<file path="src/sv/tofm_pkg.sv">
// Package: widths, register map, payload word types for the touch oscillator frequency meter
`timescale 1ns / 1ps

package tofm_pkg;

    // Field and state widths
    localparam int TICK_W    = 32;               // elapsed tick counter
    localparam int CPS_W     = 8;                // cycles_per_sample
    localparam int AVG_W     = 5;                // samples_to_average
    localparam int HZ_W      = 32;               // clock_hz and frequency
    localparam int SUM_W     = 36;               // sample sum
    localparam int NUM_W     = CPS_W + HZ_W;     // product cycles * clock_hz
    localparam int DIV_STEPS = NUM_W;            // one quotient bit per cycle
    localparam int CNT_W     = $clog2(DIV_STEPS);

    // Averaging count limits
    localparam logic [AVG_W-1:0] AVG_MIN = AVG_W'(1);
    localparam logic [AVG_W-1:0] AVG_MAX = AVG_W'(16);

    // Configuration port
    localparam int APB_DW = 32;
    localparam int ADDR_W = 4;
    localparam logic [1:0] REG_CYCLES  = 2'd0;
    localparam logic [1:0] REG_SAMPLES = 2'd1;
    localparam logic [1:0] REG_CLK_HZ  = 2'd2;

    // Reset values of the registers
    localparam logic [CPS_W-1:0] CPS_RST    = CPS_W'(20);
    localparam logic [AVG_W-1:0] AVG_RST    = AVG_W'(10);
    localparam logic [HZ_W-1:0]  CLK_HZ_RST = HZ_W'(32000000);

    // Input word: one clock tick
    typedef struct packed {
        logic start_req;
        logic pin_high;
    } tofm_in_t;

    // Result word: one per tick
    typedef struct packed {
        logic            pull_up;
        logic            busy_res;
        logic            result_valid;
        logic [HZ_W-1:0] frequency_hz;
    } tofm_out_t;

endpackage

</file>
<file path="src/sv/touch_oscillator_frequency_meter.sv">
// Top level: relaxation oscillator frequency meter with a shared iterative divider
`timescale 1ns / 1ps

// Channel   | Ports                          | Word
// ----------+--------------------------------+---------------------------------------------
// input     | s_valid, s_ready, s_data       | tofm_in_t: start_req, pin_high
// result    | m_valid, m_ready, m_data       | tofm_out_t: pull_up, busy_res, result_valid,
//           |                                |   frequency_hz
// config    | psel, penable, pwrite, paddr,  | cycles_per_sample @0x0, samples_to_average
//           | pwdata, prdata, pready         |   @0x4, clock_hz @0x8
//
// A tick that does not end a sample has its word loaded into the output register as the
// tick is taken. A tick that ends a sample runs through the taking cycle, one multiply, 40
// restoring divide steps in the shared divider, one sum and one output load; when it also
// ends the average, the mean runs a second 40-step pass through the same divider before
// the output load. A sample with zero elapsed ticks skips its divide pass.
// Synchronous active-low reset returns to idle with the register reset values.
// A stalled result channel holds the output word and stops intake until it drains.

module touch_oscillator_frequency_meter (
    input  logic                          aclk,
    input  logic                          aresetn,
    // input channel
    input  logic                          s_valid,
    output logic                          s_ready,
    input  tofm_pkg::tofm_in_t            s_data,
    // result channel
    output logic                          m_valid,
    input  logic                          m_ready,
    output tofm_pkg::tofm_out_t           m_data,
    // configuration port
    input  logic                          psel,
    input  logic                          penable,
    input  logic                          pwrite,
    input  logic [tofm_pkg::ADDR_W-1:0]   paddr,
    input  logic [tofm_pkg::APB_DW-1:0]   pwdata,
    output logic [tofm_pkg::APB_DW-1:0]   prdata,
    output logic                          pready
);

    import tofm_pkg::*;

    typedef enum logic [2:0] {
        PH_IDLE,
        PH_DISCHARGE,
        PH_ALIGN_UP,
        PH_ALIGN_DOWN,
        PH_MEAS_UP,
        PH_MEAS_DOWN
    } phase_t;

    typedef enum logic [2:0] {
        ST_RUN,
        ST_MUL,
        ST_DIV,
        ST_SUM,
        ST_OUT
    } seq_t;

    // Configuration registers
    logic [CPS_W-1:0]  cps_reg,     cps_next;
    logic [AVG_W-1:0]  avg_reg,     avg_next;
    logic [HZ_W-1:0]   clk_hz_reg,  clk_hz_next;

    // Measurement state
    phase_t            ph_reg,      ph_next;
    logic [CPS_W-1:0]  cyc_reg,     cyc_next;
    logic [TICK_W-1:0] elapsed_reg, elapsed_next;
    logic [AVG_W-1:0]  smp_reg,     smp_next;
    logic [SUM_W-1:0]  sum_reg,     sum_next;

    // Sequencer and shared divider
    seq_t              st_reg,      st_next;
    logic              avg_due_reg, avg_due_next;   // this sample closes the average
    logic              avg_pass_reg, avg_pass_next; // divider is working on the mean
    logic [NUM_W-1:0]  num_reg,     num_next;       // dividend, quotient shifts in
    logic [TICK_W-1:0] den_reg,     den_next;
    logic [TICK_W-1:0] rem_reg,     rem_next;
    logic [CNT_W-1:0]  cnt_reg,     cnt_next;

    // Output register
    logic              m_valid_reg, m_valid_next;
    tofm_out_t         m_data_reg,  m_data_next;

    // Helpers
    logic              cfg_wr;
    logic              out_free;
    logic              take;
    logic [AVG_W-1:0]  avg_n;
    logic [CPS_W-1:0]  cyc_inc;
    logic [AVG_W-1:0]  smp_inc;
    logic              finish;
    logic [TICK_W:0]   rem_sh;
    logic              div_ge;
    logic [TICK_W:0]   rem_sub;
    logic [HZ_W-1:0]   smp_freq;

    assign pready   = 1'b1;
    assign cfg_wr   = psel && penable && pwrite && pready;
    assign out_free = !m_valid_reg || m_ready;
    assign s_ready  = (st_reg == ST_RUN) && out_free;
    assign take     = s_valid && s_ready;
    assign m_valid  = m_valid_reg;
    assign m_data   = m_data_reg;

    // Register read-back
    always_comb begin
        case (paddr[3:2])
            REG_CYCLES:  prdata = APB_DW'(cps_reg);
            REG_SAMPLES: prdata = APB_DW'(avg_reg);
            REG_CLK_HZ:  prdata = APB_DW'(clk_hz_reg);
            default:     prdata = '0;
        endcase
    end

    // Averaging count clamped to 1..16
    always_comb begin
        if (avg_reg == '0) begin
            avg_n = AVG_MIN;
        end else if (avg_reg > AVG_MAX) begin
            avg_n = AVG_MAX;
        end else begin
            avg_n = avg_reg;
        end
    end

    assign cyc_inc = cyc_reg + CPS_W'(1);
    assign smp_inc = smp_reg + AVG_W'(1);

    // One restoring divide step
    assign rem_sh  = {rem_reg, num_reg[NUM_W-1]};
    assign div_ge  = rem_sh >= {1'b0, den_reg};
    assign rem_sub = rem_sh - {1'b0, den_reg};

    // Sample quotient saturated to 32 bits
    assign smp_freq = (num_reg[NUM_W-1:HZ_W] != '0) ? '1 : num_reg[HZ_W-1:0];

    // Next state
    always_comb begin
        cps_next      = cps_reg;
        avg_next      = avg_reg;
        clk_hz_next   = clk_hz_reg;
        ph_next       = ph_reg;
        cyc_next      = cyc_reg;
        elapsed_next  = elapsed_reg;
        smp_next      = smp_reg;
        sum_next      = sum_reg;
        st_next       = st_reg;
        avg_due_next  = avg_due_reg;
        avg_pass_next = avg_pass_reg;
        num_next      = num_reg;
        den_next      = den_reg;
        rem_next      = rem_reg;
        cnt_next      = cnt_reg;
        m_valid_next  = m_valid_reg && !m_ready;
        m_data_next   = m_data_reg;
        finish        = 1'b0;

        // configuration writes
        if (cfg_wr) begin
            case (paddr[3:2])
                REG_CYCLES:  cps_next    = pwdata[CPS_W-1:0];
                REG_SAMPLES: avg_next    = pwdata[AVG_W-1:0];
                REG_CLK_HZ:  clk_hz_next = pwdata[HZ_W-1:0];
                default:     ;
            endcase
        end

        case (st_reg)
            // take one tick and step the oscillator phase
            ST_RUN: begin
                if (take) begin
                    case (ph_reg)
                        PH_IDLE: begin
                            if (s_data.start_req) begin
                                ph_next      = PH_DISCHARGE;
                                smp_next     = '0;
                                sum_next     = '0;
                                cyc_next     = '0;
                                elapsed_next = '0;
                            end
                        end
                        PH_DISCHARGE: begin
                            if (!s_data.pin_high) ph_next = PH_ALIGN_UP;
                        end
                        PH_ALIGN_UP: begin
                            if (s_data.pin_high) ph_next = PH_ALIGN_DOWN;
                        end
                        PH_ALIGN_DOWN: begin
                            if (!s_data.pin_high) begin
                                elapsed_next = '0;
                                cyc_next     = '0;
                                if (cps_reg == '0) begin
                                    finish = 1'b1;
                                end else begin
                                    ph_next = PH_MEAS_UP;
                                end
                            end
                        end
                        PH_MEAS_UP: begin
                            if (elapsed_reg != '1) elapsed_next = elapsed_reg + TICK_W'(1);
                            if (s_data.pin_high) ph_next = PH_MEAS_DOWN;
                        end
                        PH_MEAS_DOWN: begin
                            if (elapsed_reg != '1) elapsed_next = elapsed_reg + TICK_W'(1);
                            if (!s_data.pin_high) begin
                                if (cyc_inc >= cps_reg) begin
                                    finish = 1'b1;
                                end else begin
                                    cyc_next = cyc_inc;
                                    ph_next  = PH_MEAS_UP;
                                end
                            end
                        end
                        default: ph_next = PH_IDLE;
                    endcase

                    if (finish) begin
                        // sample ends: bookkeeping now, arithmetic follows
                        smp_next      = smp_inc;
                        cyc_next      = '0;
                        avg_due_next  = smp_inc >= avg_n;
                        ph_next       = (smp_inc >= avg_n) ? PH_IDLE : PH_DISCHARGE;
                        avg_pass_next = 1'b0;
                        st_next       = ST_MUL;
                    end else begin
                        m_valid_next              = 1'b1;
                        m_data_next.pull_up       = (ph_next == PH_ALIGN_UP) ||
                                                    (ph_next == PH_MEAS_UP);
                        m_data_next.busy_res      = ph_next != PH_IDLE;
                        m_data_next.result_valid  = 1'b0;
                        m_data_next.frequency_hz  = '0;
                    end
                end
            end

            // cycles times clock rate, then divide by elapsed ticks (no divide for zero ticks)
            ST_MUL: begin
                den_next = elapsed_reg;
                rem_next = '0;
                cnt_next = '0;
                if (elapsed_reg == '0) begin
                    num_next = '0;
                    st_next  = ST_SUM;
                end else begin
                    num_next = {{HZ_W{1'b0}}, cps_reg} * {{CPS_W{1'b0}}, clk_hz_reg};
                    st_next  = ST_DIV;
                end
            end

            // shared divider, one quotient bit a cycle
            ST_DIV: begin
                rem_next = div_ge ? rem_sub[TICK_W-1:0] : rem_sh[TICK_W-1:0];
                num_next = {num_reg[NUM_W-2:0], div_ge};
                cnt_next = cnt_reg + CNT_W'(1);
                if (cnt_reg == CNT_W'(DIV_STEPS - 1)) begin
                    st_next = avg_pass_reg ? ST_OUT : ST_SUM;
                end
            end

            // add the sample; start the mean if this was the last one
            ST_SUM: begin
                sum_next = sum_reg + SUM_W'(smp_freq);
                if (avg_due_reg) begin
                    num_next      = NUM_W'(sum_reg + SUM_W'(smp_freq));
                    den_next      = TICK_W'(avg_n);
                    rem_next      = '0;
                    cnt_next      = '0;
                    avg_pass_next = 1'b1;
                    st_next       = ST_DIV;
                end else begin
                    st_next = ST_OUT;
                end
            end

            // hand the word of the sample-ending tick to the output register
            ST_OUT: begin
                if (out_free) begin
                    m_valid_next             = 1'b1;
                    m_data_next.pull_up      = 1'b0;
                    m_data_next.busy_res     = ph_reg != PH_IDLE;
                    m_data_next.result_valid = avg_pass_reg;
                    m_data_next.frequency_hz = avg_pass_reg ? num_reg[HZ_W-1:0] : '0;
                    st_next                  = ST_RUN;
                end
            end

            default: st_next = ST_RUN;
        endcase
    end

    // State and output registers
    always_ff @(posedge aclk) begin
        if (!aresetn) begin
            cps_reg      <= CPS_RST;
            avg_reg      <= AVG_RST;
            clk_hz_reg   <= CLK_HZ_RST;
            ph_reg       <= PH_IDLE;
            cyc_reg      <= '0;
            elapsed_reg  <= '0;
            smp_reg      <= '0;
            sum_reg      <= '0;
            st_reg       <= ST_RUN;
            avg_due_reg  <= 1'b0;
            avg_pass_reg <= 1'b0;
            cnt_reg      <= '0;
            m_valid_reg  <= 1'b0;
        end else begin
            cps_reg      <= cps_next;
            avg_reg      <= avg_next;
            clk_hz_reg   <= clk_hz_next;
            ph_reg       <= ph_next;
            cyc_reg      <= cyc_next;
            elapsed_reg  <= elapsed_next;
            smp_reg      <= smp_next;
            sum_reg      <= sum_next;
            st_reg       <= st_next;
            avg_due_reg  <= avg_due_next;
            avg_pass_reg <= avg_pass_next;
            cnt_reg      <= cnt_next;
            m_valid_reg  <= m_valid_next;
        end
        num_reg    <= num_next;
        den_reg    <= den_next;
        rem_reg    <= rem_next;
        m_data_reg <= m_data_next;
    end

    // Checks
    a_avg_ends_run: assert property (@(posedge aclk) disable iff (!aresetn)
        (m_valid && m_data.result_valid) |-> !m_data.busy_res)
        else $error("average delivered while still busy");

    a_freq_zero: assert property (@(posedge aclk) disable iff (!aresetn)
        (m_valid && !m_data.result_valid) |-> (m_data.frequency_hz == '0))
        else $error("frequency without result_valid");

    a_start: assert property (@(posedge aclk) disable iff (!aresetn)
        (take && ph_reg == PH_IDLE && s_data.start_req) |=> (ph_reg == PH_DISCHARGE))
        else $error("start did not enter discharge");

    a_div_count: assert property (@(posedge aclk) disable iff (!aresetn)
        (st_reg == ST_DIV) |-> (cnt_reg < CNT_W'(DIV_STEPS)))
        else $error("divider step count out of range");

    a_busy_intake: assert property (@(posedge aclk) disable iff (!aresetn)
        (st_reg != ST_RUN) |-> !s_ready)
        else $error("tick taken while the divider is working");

endmodule
</file>
<file path="config.mk">
export PLATFORM = sky130hd
export DESIGN_NAME = touch_oscillator_frequency_meter
export DESIGN_NICKNAME = d
export VERILOG_FILES = /design/src/sv/tofm_pkg.sv /design/src/sv/touch_oscillator_frequency_meter.sv
export SDC_FILE = /design/constraint.sdc
export NUM_CORES = 1
export LEC_CHECK = 0
export BUFFER_PORTS_ARGS = -buffer_cell sky130_fd_sc_hd__buf_4
export CAP_MARGIN = 0
export CORE_ASPECT_RATIO = 1.25
export CORE_UTILIZATION = 60
export DETAILED_ROUTE_END_ITERATION = 10
export PLACE_DENSITY = 0.75
export SLEW_MARGIN = 20
export SYNTH_ARGS = -nofsm -noshare
export SYNTH_HDL_FRONTEND = slang
export SYNTH_SLANG_ARGS = --single-unit
</file>
<file path="constraint.sdc">
create_clock -name aclk -period 8.8 [get_ports aclk]
set_clock_uncertainty 0.1 [all_clocks]
set_input_delay 0.44 -clock aclk [delete_from_list [all_inputs] [get_ports aclk]]
set_output_delay 0.44 -clock aclk [all_outputs]
set_load 0.02 [all_outputs]
</file>
==> qor.txt <==
outcome: finished, final reports clean
cell taking the most area after synthesis: edfxtp_1
placed cell count: 3211
multi-input logic area: 15500 µm²
Setup Total Neg Slack: 0 ns
final core utilization: 67.3%
hold slack: 0.0179 ns
via count: 19091
Synth warnings: 0
Worst Tran Pin Value: 1.08 ns
CP startpoint kind: flop
CP Capture Type: flop
I/O Pins: 115
Antenna Violating Nets Remaining: 0
antenna violations before repair: 0
Area contributors post-synth: edfxtp_1 (17%), fa_1 (15%), dfxtp_1 (12%)
Min-Delay Path Class: in2reg
RePlAce Congestion: 0.915
f_max: 150 MHz
number of flops mapped to enable cells by yosys: 139
Setup-failing EPs final: 0
Root Buffer: clkbuf_16
vias in the first global route: 19601
DRT Pass-1 Iters: 5
endpoints failing hold: 0
RSZ-0062 raised after global routing: false
Synth cell types: 89
Worst Path Arrival: 6.86 ns
Slew Viols, Final: 0
Num CTS Buffers: 31
commonest cells in the synthesized netlist: nand2_1 (318), and2_1 (284), inv_1 (279)
share of cells above drive strength 1: 9.77%
nets@finish: 3129
vias per inst: 5.82
crit-path max FO: 20
Sequential Area: 7000 µm²
most common cell in the netlist: nand2_1
Mapped Nets: 3061
# diodes: 0
Seq/Total Area, Yosys: 29.1%
Buffers on Ports: 111
syn avg cell area: 8.92 µm²
Layout Cells excl Fill: 3283
Pleak: 12.0 nW
area post-placement: 25200 µm²
clk buf depth: 3
Initial Utilization: 61.1%
clk sinks: 280
chip width: 181 µm
first-pass GRT wire length: 95.6 mm
largest net degree at the start of global routing: 78
CORE AREA: 39300 µm²
CTS tree: done
WS Path Type: reg2reg
Syn Inst Count: 2692
Max-cap violations: 0
DRT iter0 DRCs: 1153
Final period util: 75.6%
CP required: 9.01 ns
post-layout min period: 6.65 ns
GR Util All Layers: 28.8%
Detail Placement HPWL: 43.4 mm
peak supply drop: 0.154 mV
#FFs+latches synth: 280
H-tree Lvls: 1
fill count: 3188
Final Cell Area: 26400 µm²
routed wire length: 58.2 mm
share of the synthesized area in the top cell type: 17.4%
PD cells: 227 nW/µm²
dominant synthesized flop cell: dfxtp_1
Synth Cell Area: 24000 µm²
Std-Cell Rows: 81
async set-reset flop share out of synthesis: 0%
GRT overflow: 0
max reg flops: 40
Reg clk slew, reported paths: 0.06 ns
Layout area overhead: 10.1%
Vert. Die Dim: 226 µm
DR DRC count: 0
Die ar.: 40800 µm²
wire per inst: 17.7 µm
Max-slew headroom: 28.1%
worst-skew pair later-pin latency: 0.58 ns
metrics by stage:
step	setup WS, ns	power [mW]
floorplan	2.04	4.03
global placement	2.32	4.58
detailed placement	2.27	4.64
CTS	2.21	6.03
global route	1.96	6.38
finish	2.15	6.01
metal layers:
metal,track usage (%),part of all wire [%]
met5,0,0
met1,34.8,42
met3,2.82,4.8
met4,13.4,4.4
met2,51.6,49
path summary, 6_finish.rpt:
check | from | endpoint | slack, ns | cells past startpoint
worst max-delay path | cps_reg[2] | num_reg[32] | 2.15 | 19
worst min register to register | sum_reg[26] | sum_reg[26] | 0.37 | 2
worst min-delay path | pwdata[1] | avg_reg[1] | 0.02 | 3
worst max register to register | cps_reg[2] | num_reg[32] | 2.15 | 19
what timing repair did:
action                    4_1_cts  5_1_grt
buffers inserted                0        0
resized for setup               0        0
hold buffers                   14        0
hold endpoints to repair       15        0
where the power goes:
group	switching, mW	total (mW)	internal [mW]
clock network	0.556	1.36	0.806
registers	0.202	1.97	1.77
logic	1.57	2.67	1.10
cells by family after synthesis:
logic type               after synthesis  synth area share, %
buffers and inverters                399                 6.40
flip-flops                           280                 29.1
other                                  1               0.0156
XOR/XNOR                             128                 4.67
AO/OA/AOI/OAI                        486                 13.4
multiplexers                          49                 2.07
adder cells (fa/ha/maj)              324                 22.6
AND/OR/NAND/NOR                     1025                 21.8
cells in the final DEF, fill, tap and decap left out, types with 20 or more instances in the layout:
cell / Yosys / final
fa_1: 182 / 182
a31oi_1: 20 / 20
and2_1: 284 / 284
or2_2: 45 / 45
xnor2_1: 67 / 67
a21oi_1: 138 / 138
clkbuf_16: 0 / 31
edfxtp_1: 139 / 139
nor2_1: 153 / 151
nand3_1: 55 / 55
nand4_1: 26 / 26
mux2i_1: 46 / 46
nand2_1: 318 / 318
ha_1: 142 / 142
dfxtp_1: 141 / 141
a21boi_0: 34 / 34
inv_1: 279 / 279
xor2_1: 61 / 61
o21ai_0: 81 / 81
nor3_1: 24 / 23
buf_4: 1 / 140
a21o_1: 48 / 48
worst max-delay path: stages (launching register included):
cell and delay, ns:
dfxtp_1 0.76, buf_4 0.36, and2_1 0.18, fa_1 0.43, fa_1 0.47, fa_1 0.54, inv_1 0.05, fa_1 0.53
inv_1 0.05, ha_1 0.35, a21o_1 0.20, a21o_1 0.19, a2111oi_0 0.52, o41ai_1 0.19, a31oi_1 0.40, and2_1 0.29
o21a_1 0.29, nor3_1 0.09, o31ai_1 0.25, o211ai_1 0.13
layout make-up:
cell class,instances,share of cell area (%)
multi-input cells,2013,58.7
flip-flops and latches,280,26.5
repair buffers,154,4.50
inverters,280,3.97
clock buffers,35,3.03
well taps,498,2.36
clock inverters,23,1.02
Power figures use the tool's default switching activity.
